--- src/stkb_pkg.sv ---
// Shared constants, types and codes of the spectrum-to-key binner.
package stkb_pkg;

    localparam int NUM_KEYS  = 88;
    localparam int FRAC_BITS = 8;

    localparam int KEY_W     = 7;
    localparam int POS_W     = 16;
    localparam int AMP_W     = 16;
    localparam int TOTAL_W   = 20;
    localparam int WSUM_W    = 40;
    localparam int WGT_SUM_W = 24;
    localparam int CMD_W     = 2;

    localparam int ONE_Q      = 1 << FRAC_BITS;
    localparam int HALF_Q     = 1 << (FRAC_BITS - 1);
    localparam int SHIFT_Q    = (ONE_Q + 50) / 100;
    localparam int WEIGHT_TOP = ONE_Q + SHIFT_Q;
    localparam int WGT_W      = FRAC_BITS + 1;
    localparam int PROD_W     = AMP_W + WGT_W;
    localparam int KFULL_W    = POS_W - FRAC_BITS;

    // The average of one key never exceeds 2^16, so 18 quotient bits suffice.
    localparam int QUOT_W        = 18;
    localparam int DIV_BITS      = 2;
    localparam int DIV_CYCLES    = QUOT_W / DIV_BITS;
    localparam int DIV_CNT_W     = 4;
    localparam int DIV_HIGH_W    = WSUM_W - QUOT_W;

    // Stream packing, lowest field first.
    localparam int POS_LSB       = 0;
    localparam int AMP_LSB       = POS_LSB + POS_W;
    localparam int IDX_LSB       = AMP_LSB + AMP_W;
    localparam int IN_TDATA_W    = 40;
    localparam int OUT_TDATA_W   = 24;

    localparam int FIFO_DEPTH    = 2;
    localparam int FIFO_PTR_W    = 1;
    localparam int FIFO_CNT_W    = 2;

    typedef enum logic [CMD_W-1:0] {
        CMD_BIN   = 2'd0,
        CMD_FLUSH = 2'd1,
        CMD_READ  = 2'd2,
        CMD_CLEAR = 2'd3
    } cmd_t;

    // One classified command as it travels from the front to the back.
    typedef struct packed {
        cmd_t               cmd;
        logic [KEY_W-1:0]   key;
        logic               key_ok;
        logic [AMP_W-1:0]   amp;
        logic [WGT_W-1:0]   weight;
    } item_t;

endpackage

--- src/stkb_front.sv ---
// Front end: accepts stream transfers, finds the nearest key and weight of each bin.
module stkb_front (
    input  logic                               s_axis_tvalid,
    output logic                               s_axis_tready,
    input  logic [stkb_pkg::IN_TDATA_W-1:0]    s_axis_tdata,
    input  logic [stkb_pkg::CMD_W-1:0]         s_axis_tuser,
    input  logic                               fifo_full,
    output logic                               push,
    output stkb_pkg::item_t                    push_item
);

    logic [stkb_pkg::POS_W-1:0]     key_pos;
    logic [stkb_pkg::AMP_W-1:0]     amplitude;
    logic [stkb_pkg::KEY_W-1:0]     key_index;
    logic [stkb_pkg::POS_W:0]       pos_biased;
    logic [stkb_pkg::KFULL_W-1:0]   key_full;
    logic [stkb_pkg::FRAC_BITS-1:0] frac;
    logic [stkb_pkg::FRAC_BITS-1:0] off_abs;
    logic                           bin_on_board;
    logic                           index_ok;
    stkb_pkg::cmd_t                 cmd;

    assign key_pos   = s_axis_tdata[stkb_pkg::POS_LSB +: stkb_pkg::POS_W];
    assign amplitude = s_axis_tdata[stkb_pkg::AMP_LSB +: stkb_pkg::AMP_W];
    assign key_index = s_axis_tdata[stkb_pkg::IDX_LSB +: stkb_pkg::KEY_W];
    assign cmd       = stkb_pkg::cmd_t'(s_axis_tuser);

    // Adding half a key and truncating gives the nearest key; the low bits give the offset.
    assign pos_biased = {key_pos[stkb_pkg::POS_W-1], key_pos}
                      + (stkb_pkg::POS_W + 1)'(stkb_pkg::HALF_Q);
    assign key_full   = pos_biased[stkb_pkg::POS_W-1:stkb_pkg::FRAC_BITS];
    assign frac       = pos_biased[stkb_pkg::FRAC_BITS-1:0];
    assign off_abs    = (frac >= stkb_pkg::FRAC_BITS'(stkb_pkg::HALF_Q))
                      ? frac - stkb_pkg::FRAC_BITS'(stkb_pkg::HALF_Q)
                      : stkb_pkg::FRAC_BITS'(stkb_pkg::HALF_Q) - frac;

    assign bin_on_board = !pos_biased[stkb_pkg::POS_W]
                        && (32'(key_full) < stkb_pkg::NUM_KEYS);
    assign index_ok     = 32'(key_index) < stkb_pkg::NUM_KEYS;

    assign s_axis_tready = !fifo_full;

    always_comb
    begin
        push_item.cmd    = cmd;
        push_item.amp    = amplitude;
        push_item.weight = stkb_pkg::WGT_W'(stkb_pkg::WEIGHT_TOP) - {off_abs, 1'b0};
        push_item.key    = '0;
        push_item.key_ok = 1'b0;
        push             = s_axis_tvalid && s_axis_tready;
        unique case (cmd)
            stkb_pkg::CMD_BIN:
            begin
                push_item.key    = stkb_pkg::KEY_W'(key_full);
                push_item.key_ok = bin_on_board;
                // Bins off the keyboard are dropped here and never reach the back end.
                push             = s_axis_tvalid && s_axis_tready && bin_on_board;
            end
            stkb_pkg::CMD_READ:
            begin
                push_item.key    = index_ok ? key_index : '0;
                push_item.key_ok = index_ok;
            end
            stkb_pkg::CMD_FLUSH,
            stkb_pkg::CMD_CLEAR:
            begin
                push_item.key    = '0;
                push_item.key_ok = 1'b0;
            end
            default:
            begin
                push_item.key    = '0;
                push_item.key_ok = 1'b0;
            end
        endcase
    end

endmodule

--- src/stkb_fifo.sv ---
// Short queue of classified commands between the front and back ends.
module stkb_fifo (
    input  logic             clk,
    input  logic             rst_n,
    input  logic             push,
    input  stkb_pkg::item_t  push_item,
    output logic             full,
    input  logic             pop,
    output logic             head_valid,
    output stkb_pkg::item_t  head_item
);

    stkb_pkg::item_t                 slot_reg [stkb_pkg::FIFO_DEPTH];
    logic [stkb_pkg::FIFO_PTR_W-1:0] wr_ptr_reg, wr_ptr_next;
    logic [stkb_pkg::FIFO_PTR_W-1:0] rd_ptr_reg, rd_ptr_next;
    logic [stkb_pkg::FIFO_CNT_W-1:0] count_reg, count_next;
    logic                            do_push;
    logic                            do_pop;

    assign full       = count_reg == stkb_pkg::FIFO_CNT_W'(stkb_pkg::FIFO_DEPTH);
    assign head_valid = count_reg != '0;
    assign head_item  = slot_reg[rd_ptr_reg];
    assign do_push    = push && !full;
    assign do_pop     = pop && head_valid;

    always_comb
    begin
        wr_ptr_next = do_push ? wr_ptr_reg + 1'b1 : wr_ptr_reg;
        rd_ptr_next = do_pop ? rd_ptr_reg + 1'b1 : rd_ptr_reg;
        count_next  = count_reg;
        if (do_push && !do_pop)
        begin
            count_next = count_reg + 1'b1;
        end
        else if (do_pop && !do_push)
        begin
            count_next = count_reg - 1'b1;
        end
    end

    always_ff @(posedge clk or negedge rst_n)
    begin
        if (!rst_n)
        begin
            wr_ptr_reg <= '0;
            rd_ptr_reg <= '0;
            count_reg  <= '0;
        end
        else
        begin
            wr_ptr_reg <= wr_ptr_next;
            rd_ptr_reg <= rd_ptr_next;
            count_reg  <= count_next;
        end
    end

    always_ff @(posedge clk)
    begin
        if (do_push)
        begin
            slot_reg[wr_ptr_reg] <= push_item;
        end
    end

endmodule

--- src/stkb_back.sv ---
// Back end: key accumulation, averaging divider, key total memory and read-out register.
module stkb_back (
    input  logic                                clk,
    input  logic                                rst_n,
    input  logic                                head_valid,
    input  stkb_pkg::item_t                     head_item,
    output logic                                pop,
    output logic                                m_axis_tvalid,
    input  logic                                m_axis_tready,
    output logic [stkb_pkg::TOTAL_W-1:0]        key_total
);

    typedef enum logic [3:0] {
        ST_IDLE  = 4'b0001,
        ST_DIV   = 4'b0010,
        ST_WRITE = 4'b0100,
        ST_READ  = 4'b1000
    } state_t;

    state_t                              state_reg, state_next;
    logic                                pend_valid_reg, pend_valid_next;
    logic [stkb_pkg::KEY_W-1:0]          pend_key_reg, pend_key_next;
    logic [stkb_pkg::WSUM_W-1:0]         wsum_reg, wsum_next;
    logic [stkb_pkg::WGT_SUM_W-1:0]      wtsum_reg, wtsum_next;
    logic [stkb_pkg::WGT_SUM_W-1:0]      rem_reg, rem_next;
    logic [stkb_pkg::QUOT_W-1:0]         quo_reg, quo_next;
    logic [stkb_pkg::DIV_CNT_W-1:0]      div_cnt_reg, div_cnt_next;
    logic                                pop_after_reg, pop_after_next;
    logic [stkb_pkg::NUM_KEYS-1:0]       key_valid_reg, key_valid_next;
    logic                                out_valid_reg, out_valid_next;
    logic [stkb_pkg::TOTAL_W-1:0]        out_data_reg, out_data_next;

    logic [stkb_pkg::TOTAL_W-1:0]        total_mem [stkb_pkg::NUM_KEYS];
    logic [stkb_pkg::TOTAL_W-1:0]        rd_data_reg;
    logic                                rd_valid_reg;
    logic [stkb_pkg::KEY_W-1:0]          rd_addr;
    logic                                mem_we;
    logic [stkb_pkg::TOTAL_W-1:0]        mem_wdata;

    logic [stkb_pkg::PROD_W-1:0]         prod;
    logic [stkb_pkg::WSUM_W:0]           wsum_add;
    logic [stkb_pkg::WGT_SUM_W:0]        wtsum_add;
    logic [stkb_pkg::WGT_SUM_W-1:0]      step_rem;
    logic [stkb_pkg::QUOT_W-1:0]         step_quo;
    logic [stkb_pkg::WGT_SUM_W:0]        trial;
    logic [stkb_pkg::TOTAL_W:0]          total_sum;
    logic                                out_free;
    logic                                need_divide;

    assign m_axis_tvalid = out_valid_reg;
    assign key_total     = out_data_reg;
    assign out_free      = !out_valid_reg || m_axis_tready;

    assign prod      = head_item.amp * head_item.weight;
    assign wsum_add  = {1'b0, wsum_reg} + (stkb_pkg::WSUM_W + 1)'(prod);
    assign wtsum_add = {1'b0, wtsum_reg} + (stkb_pkg::WGT_SUM_W + 1)'(head_item.weight);
    assign need_divide = pend_valid_reg && (wsum_reg != '0) && (wtsum_reg != '0);

    // Restoring division, two quotient bits per cycle; dividend bits shift out as
    // quotient bits shift in.
    always_comb
    begin
        step_rem = rem_reg;
        step_quo = quo_reg;
        trial    = '0;
        for (int i = 0; i < stkb_pkg::DIV_BITS; i++)
        begin
            trial = {step_rem, step_quo[stkb_pkg::QUOT_W-1]};
            if (trial >= {1'b0, wtsum_reg})
            begin
                trial    = trial - {1'b0, wtsum_reg};
                step_quo = {step_quo[stkb_pkg::QUOT_W-2:0], 1'b1};
            end
            else
            begin
                step_quo = {step_quo[stkb_pkg::QUOT_W-2:0], 1'b0};
            end
            step_rem = trial[stkb_pkg::WGT_SUM_W-1:0];
        end
    end

    assign total_sum = {1'b0, (rd_valid_reg ? rd_data_reg : '0)}
                     + (stkb_pkg::TOTAL_W + 1)'(quo_reg);
    assign mem_wdata = total_sum[stkb_pkg::TOTAL_W] ? '1 : total_sum[stkb_pkg::TOTAL_W-1:0];
    assign mem_we    = state_reg == ST_WRITE;

    assign rd_addr = (head_valid && head_item.cmd == stkb_pkg::CMD_READ)
                   ? head_item.key : pend_key_reg;

    always_comb
    begin
        state_next      = state_reg;
        pend_valid_next = pend_valid_reg;
        pend_key_next   = pend_key_reg;
        wsum_next       = wsum_reg;
        wtsum_next      = wtsum_reg;
        rem_next        = rem_reg;
        quo_next        = quo_reg;
        div_cnt_next    = div_cnt_reg;
        pop_after_next  = pop_after_reg;
        key_valid_next  = key_valid_reg;
        out_valid_next  = out_valid_reg && !m_axis_tready;
        out_data_next   = out_data_reg;
        pop             = 1'b0;

        unique case (state_reg)
            ST_IDLE:
            begin
                if (head_valid)
                begin
                    unique case (head_item.cmd)
                        stkb_pkg::CMD_BIN:
                        begin
                            if (!pend_valid_reg || pend_key_reg == head_item.key)
                            begin
                                pend_valid_next = 1'b1;
                                pend_key_next   = head_item.key;
                                wsum_next  = wsum_add[stkb_pkg::WSUM_W] ? '1
                                           : wsum_add[stkb_pkg::WSUM_W-1:0];
                                wtsum_next = wtsum_add[stkb_pkg::WGT_SUM_W] ? '1
                                           : wtsum_add[stkb_pkg::WGT_SUM_W-1:0];
                                pop = 1'b1;
                            end
                            else
                            begin
                                // A new key: close out the pending one, then retake this bin.
                                pop_after_next = 1'b0;
                                if (need_divide)
                                begin
                                    state_next = ST_DIV;
                                end
                                else
                                begin
                                    pend_valid_next = 1'b0;
                                    pend_key_next   = '0;
                                    wsum_next       = '0;
                                    wtsum_next      = '0;
                                end
                            end
                        end
                        stkb_pkg::CMD_FLUSH:
                        begin
                            pop_after_next = 1'b1;
                            if (need_divide)
                            begin
                                state_next = ST_DIV;
                            end
                            else
                            begin
                                pend_valid_next = 1'b0;
                                pend_key_next   = '0;
                                wsum_next       = '0;
                                wtsum_next      = '0;
                                pop             = 1'b1;
                            end
                        end
                        stkb_pkg::CMD_READ:
                        begin
                            state_next = ST_READ;
                        end
                        stkb_pkg::CMD_CLEAR:
                        begin
                            key_valid_next  = '0;
                            pend_valid_next = 1'b0;
                            pend_key_next   = '0;
                            wsum_next       = '0;
                            wtsum_next      = '0;
                            pop             = 1'b1;
                        end
                        default:
                        begin
                            state_next = ST_IDLE;
                        end
                    endcase
                    rem_next     = stkb_pkg::WGT_SUM_W'(wsum_reg[stkb_pkg::WSUM_W-1:stkb_pkg::QUOT_W]);
                    quo_next     = wsum_reg[stkb_pkg::QUOT_W-1:0];
                    div_cnt_next = '0;
                end
            end
            ST_DIV:
            begin
                rem_next     = step_rem;
                quo_next     = step_quo;
                div_cnt_next = div_cnt_reg + 1'b1;
                if (div_cnt_reg == stkb_pkg::DIV_CNT_W'(stkb_pkg::DIV_CYCLES - 1))
                begin
                    state_next = ST_WRITE;
                end
            end
            ST_WRITE:
            begin
                key_valid_next[pend_key_reg] = 1'b1;
                pend_valid_next = 1'b0;
                pend_key_next   = '0;
                wsum_next       = '0;
                wtsum_next      = '0;
                pop             = pop_after_reg;
                state_next      = ST_IDLE;
            end
            ST_READ:
            begin
                if (out_free)
                begin
                    out_valid_next = 1'b1;
                    out_data_next  = (rd_valid_reg && head_item.key_ok) ? rd_data_reg : '0;
                    pop            = 1'b1;
                    state_next     = ST_IDLE;
                end
            end
            default:
            begin
                state_next = ST_IDLE;
            end
        endcase
    end

    always_ff @(posedge clk or negedge rst_n)
    begin
        if (!rst_n)
        begin
            state_reg      <= ST_IDLE;
            pend_valid_reg <= 1'b0;
            pend_key_reg   <= '0;
            wsum_reg       <= '0;
            wtsum_reg      <= '0;
            div_cnt_reg    <= '0;
            pop_after_reg  <= 1'b0;
            key_valid_reg  <= '0;
            out_valid_reg  <= 1'b0;
        end
        else
        begin
            state_reg      <= state_next;
            pend_valid_reg <= pend_valid_next;
            pend_key_reg   <= pend_key_next;
            wsum_reg       <= wsum_next;
            wtsum_reg      <= wtsum_next;
            div_cnt_reg    <= div_cnt_next;
            pop_after_reg  <= pop_after_next;
            key_valid_reg  <= key_valid_next;
            out_valid_reg  <= out_valid_next;
        end
    end

    always_ff @(posedge clk)
    begin
        rem_reg      <= rem_next;
        quo_reg      <= quo_next;
        out_data_reg <= out_data_next;
    end

    // Key total memory: one write port, one registered read port, read only while idle.
    always_ff @(posedge clk)
    begin
        if (mem_we)
        begin
            total_mem[pend_key_reg] <= mem_wdata;
        end
        if (state_reg == ST_IDLE)
        begin
            rd_data_reg  <= total_mem[rd_addr];
            rd_valid_reg <= key_valid_reg[rd_addr];
        end
    end

endmodule

--- src/spectrum_to_key_binner_unit.sv ---
// Top level of the spectrum-to-key binner: front end, command queue and back end.
//
// Commands arrive on the s_axis channel, one per transfer; the command code rides in
// s_axis_tuser. Bin commands carry a key position and amplitude, read commands a key
// index. Only a read produces a result, a key total on the m_axis channel.
// The front end classifies each command combinationally and places it in a two-entry
// queue; bins off the keyboard are dropped there. s_axis_tready is low only while the
// queue is full.
// The back end takes one bin per cycle while the key stays the same. A change of key or
// a flush runs the average divider when the pending key has nonzero sums; the divider
// retires two quotient bits per cycle, and then the key total memory is updated. A bin
// that changed the key is then taken again. A read goes through the registered memory
// read and the output register. A clear drops all key totals and the pending sums.
// A read result sits in an output register; if the receiver stalls, the queue keeps
// taking commands until a second read would overwrite it; the back end then waits and the queue fills.
// Reset clears all key totals through per-key valid bits, so the block accepts
// commands as soon as reset is released.
module spectrum_to_key_binner_unit (
    input  logic                                 clk,
    input  logic                                 rst_n,
    input  logic                                 s_axis_tvalid,
    output logic                                 s_axis_tready,
    // key_pos[15:0], amplitude[31:16], key_index[38:32], zero[39]
    input  logic [stkb_pkg::IN_TDATA_W-1:0]      s_axis_tdata,
    // cmd[1:0]
    input  logic [stkb_pkg::CMD_W-1:0]           s_axis_tuser,
    output logic                                 m_axis_tvalid,
    input  logic                                 m_axis_tready,
    // key_total[19:0], zero[23:20]
    output logic [stkb_pkg::OUT_TDATA_W-1:0]     m_axis_tdata
);

    logic                         push;
    stkb_pkg::item_t              push_item;
    logic                         fifo_full;
    logic                         pop;
    logic                         head_valid;
    stkb_pkg::item_t              head_item;
    logic [stkb_pkg::TOTAL_W-1:0] key_total;

    stkb_front u_front (
        .s_axis_tvalid (s_axis_tvalid),
        .s_axis_tready (s_axis_tready),
        .s_axis_tdata  (s_axis_tdata),
        .s_axis_tuser  (s_axis_tuser),
        .fifo_full     (fifo_full),
        .push          (push),
        .push_item     (push_item)
    );

    stkb_fifo u_fifo (
        .clk        (clk),
        .rst_n      (rst_n),
        .push       (push),
        .push_item  (push_item),
        .full       (fifo_full),
        .pop        (pop),
        .head_valid (head_valid),
        .head_item  (head_item)
    );

    stkb_back u_back (
        .clk           (clk),
        .rst_n         (rst_n),
        .head_valid    (head_valid),
        .head_item     (head_item),
        .pop           (pop),
        .m_axis_tvalid (m_axis_tvalid),
        .m_axis_tready (m_axis_tready),
        .key_total     (key_total)
    );

    assign m_axis_tdata = stkb_pkg::OUT_TDATA_W'(key_total);

endmodule
--- config.mk ---
export PLATFORM = sky130hd
export DESIGN_NAME = spectrum_to_key_binner_unit
export DESIGN_NICKNAME = d
export VERILOG_FILES = /design/src/stkb_pkg.sv /design/src/stkb_front.sv /design/src/stkb_fifo.sv /design/src/stkb_back.sv /design/src/spectrum_to_key_binner_unit.sv
export SDC_FILE = /design/constraint.sdc
export NUM_CORES = 2
export LEC_CHECK = 0
export BUFFER_PORTS_ARGS = -buffer_cell sky130_fd_sc_hd__buf_2
export CAP_MARGIN = 20
export CELL_PAD_IN_SITES_DETAIL_PLACEMENT = 0
export CELL_PAD_IN_SITES_GLOBAL_PLACEMENT = 1
export CORE_MARGIN = 2
export CORE_UTILIZATION = 35
export CTS_BUF_LIST = sky130_fd_sc_hd__clkbuf_16
export CTS_CLUSTER_SIZE = 20
export DETAILED_ROUTE_END_ITERATION = 6
export PLACE_DENSITY = 0.61
export SYNTH_ARGS = -nofsm -noshare
export SYNTH_HDL_FRONTEND = slang
export SYNTH_SLANG_ARGS = --single-unit
--- constraint.sdc ---
create_clock -name clk -period 7.2 [get_ports clk]
set_clock_uncertainty 0.2 [all_clocks]
set_input_delay 0.36 -clock clk [delete_from_list [all_inputs] [get_ports clk]]
set_output_delay 0.36 -clock clk [all_outputs]
set_load 0.05 [all_outputs]
==> flow_summary_export.csv <==
group,metric,value,unit
critical_path,reg2reg_to,"u_back.wsum_reg[33]$_DFFE_PN0P_",
floorplanning,ios,72,
synth,synth-async-reset-ratio,8.345,%
critical_path,start_kind,"register",
cells_and_area,stdcell_count,11780,
critical_path,r2r-start,"u_fifo.rd_ptr_reg$_DFFE_PN0P_",
floorplanning,core_area,268200,um^2
synth,synthesis.area,94380,um^2
drt,drtAntennaViolNets,0,
synth,synth_seq_cells,2085,
cts,root_buffer,"clkbuf_16",
place,dp_hpwl,180.6,mm
worst_hold_path,whs_path_depth,2,
floorplanning,die_h,523.3,um
place,dpl_worst_slack,0.1017,ns
drt,post-route-drc-count,0,
critical_path,arrival,7.48,ns
synth,yosys.area.top_type,"edfxtp_1",
synth,syn_area_per_cell,11.97,um^2
sta,min_period_over_period,96.29,%
cts,cts_tree,"yes",
worst_hold_path,min_delay_worst_endpoint,"u_fifo.slot_reg[1][13]$_DFFE_PP_",
critical_path,r2r.worst_path.cells,26,
cts,clock_latency,0.93,ns
worst_hold_path,hp-start,"s_axis_tdata[20]",
sta,finalCriticalPeriod,6.933,ns
cells_and_area,finish.utilization,40.36,%
place,place_congestion,0.8628,
synth,synth_edf_count,1911,
drt,dr_total_vias,64300,
cells_and_area,largest_reg_flops,1760,
cts,cts_buffers,220,
grt,grt-ovfl-total,0,
synth,synth_area_leaders,"edfxtp_1, nand2_1, dfrtp_1",
run_status,status,"finished, final reports clean",
place,place_inst,11300,
critical_path,cp.required,7.75,ns
sta,timing.final.ws_setup,0.2674,ns
grt,grt_pass1_wl,427.7,mm
grt,grt_pass1_vias,61870,
synth,yosys.cell_types.count,92,
sta,tightest_slew,1.276,ns
floorplanning,start_util,35.20,%
cts,cts_max_level,4,
drt,via_per_inst,5.460,
worst_hold_path,hold_class,"in2reg",
cts,clock_path_buffers,3,
grt,grt_usage,21.04,%
floorplanning,row_count,190,
cts,cts.sinks,2085,
synth,synthMuxAreaShare,0.7464,%
drt,dr.first_iter.drc_count,6129,
cells_and_area,final_nets,8342,
drt,wl,293.3,mm
grt,grt_max_degree,108,
drt,dr.pass1.iters,5,
sta,drv_slew,0,
synth,synth-simple-area-share,15.05,%
critical_path,rrSetupSlack,0.27,ns
flow_run,drv_cap,0,
cells_and_area,nFillCells,25160,
place,port-buffer-count,66,
synth,yosys-top-cells-count,"edfxtp_1, nand2_1, nand3_1",
cells_and_area,areaGrowthSynthToFinish,14.66,%
synth,synth-main-ff-cell,"edfxtp_1",
grt,antenna_found_initial,10,
critical_path,cp_max_fo,8,
cells_and_area,drive_above_1_share,10.24,%
synth,syn_inst,7885,
synth,synth_top_area_share,60.80,%
synth,synthAdderAreaFrac,4.473,%
synth,synth_xor_area_share,0.9465,%
synth,synth_top_family_by_area,"simple AND/OR/NAND/NOR gates",
sta,slew_headroom,13.60,%
sta,clock.fmax,144.2,MHz
sta,setup_violations,0,
synth,synth_warnings,0,
drt,wl_per_cell,24.90,um
cts,cts.clk_slew.worst_paths,0.06,ns
critical_path,end_kind,"register",
floorplanning,die_w,523.3,um
synth,yosysMostFrequentCell,"edfxtp_1",
synth,ys_seq_area_share,65.42,%
synth,synth_compound_gate_area_share,10.06,%
sta,hold_viol_final,0,
critical_path,worst-setup-path-type,"reg2reg",
floorplanning,dieArea,273800,um^2
## per-layer routing
metal	GRT usage (%)	wire length [um]	vias to the layer above	part of all wire, %
li1	-	-	29070	-
met1	30.67	134100	32860	46
met2	32.72	133600	1969	46
met3	2.966	18320	393	6.2
met4	5.809	7268	4	2.5
met5	0	34	-	0.012
## per-stage QoR
stage / area [um^2] / TNS (ns) / hold slack (ns)
after floorplan: 94400 / -0.02433 / -0.1356
after global placement: 100300 / 0 / 0.2504
after detailed placement: 100400 / 0 / 0.2578
after CTS: 108100 / 0 / 0.01951
after global routing: 108200 / -0.01680 / 0.06012
final: 108200 / 0 / 0.09600
## timing repair
item / in CTS / in global routing
resized for setup: 0 / 14
hold buffers: 55 / 0
endpoints found under the hold margin: 150 / 0
endpoints found under the setup margin: 0 / 24
buffers inserted: 0 / 7
## layout by cell type, fill, tap and decap left out, types with 172 or more instances in the layout
master,Yosys,routed
dfrtp_1,173,172
edfxtp_1,1911,1911
nand3_1,561,559
clkbuf_16,0,221
nor2_1,365,276
a311oi_1,242,242
buf_4,26,228
o21ai_0,218,214
a21oi_1,291,285
inv_1,243,293
nand2_1,1836,1822
## area by class of cell
cell class | count | area [um^2] | area share, %
sequential | 2085 | 61740 | 57.05
tap | 3552 | 4444 | 4.107
antenna | 5 | 12.51 | 0.01156
clock inverter | 188 | 1638 | 1.513
multi-input combinational | 5085 | 30400 | 28.09
inverter | 243 | 912.1 | 0.8429
timing repair buffer | 398 | 3537 | 3.269
clock buffer | 221 | 5530 | 5.110
## kinds of logic after synthesis
| group | count (synthesis) |
|---|---|
| AOI/OAI and AO/OA | 1385 |
| xor gates and xnor gates | 102 |
| adders and majority gates | 263 |
| buffers and inverters | 718 |
| DFF | 2085 |
| muxes | 68 |
| other | 1 |
| and+or+nand+nor | 3263 |
## worst max-delay path, cell delays in order (launching register included)
cell and delay (ns):
dfrtp_4 0.53, buf_4 0.20, mux2i_1 0.14, buf_4 0.18, inv_1 0.10, nand2_1 0.08, fa_1 0.53, inv_1 0.06
fa_1 0.53, inv_1 0.06, fa_1 0.48, inv_1 0.05, fa_1 0.55, inv_1 0.06, fa_1 0.50, inv_1 0.04
ha_1 0.36, o21a_1 0.14, o21ai_0 0.16, a21oi_1 0.10, a41o_1 0.32, a221oi_2 0.32, o211ai_1 0.19, a31o_2 0.33
and2_1 0.20, and3_1 0.20, a311oi_1 0.25
## worst max path at each step
| stage | from | to | slack, ns | depth (start not counted) |
|---|---|---|---|---|
| after global placement | u_fifo.rd_ptr_reg$_DFFE_PN0P_ | u_back.wsum_reg[31]$_DFFE_PN0P_ | 0.18 | 24 |
| after detailed placement | u_fifo.rd_ptr_reg$_DFFE_PN0P_ | u_back.wsum_reg[18]$_DFFE_PN0P_ | 0.10 | 25 |
| after global routing | u_fifo.rd_ptr_reg$_DFFE_PN0P_ | u_back.wsum_reg[35]$_DFFE_PN0P_ | -0.02 | 25 |
| final | u_fifo.rd_ptr_reg$_DFFE_PN0P_ | u_back.wsum_reg[33]$_DFFE_PN0P_ | 0.27 | 26 |
| after CTS | u_fifo.rd_ptr_reg$_DFFE_PN0P_ | u_back.wsum_reg[31]$_DFFE_PN0P_ | 0.11 | 24 |
| after floorplan | u_fifo.rd_ptr_reg$_DFFE_PN0P_ | u_back.wsum_reg[31]$_DFFE_PN0P_ | -0.02 | 28 |
Power is not shown: default switching activity piles up to over one toggle a cycle in this logic, so the estimate is an artifact.
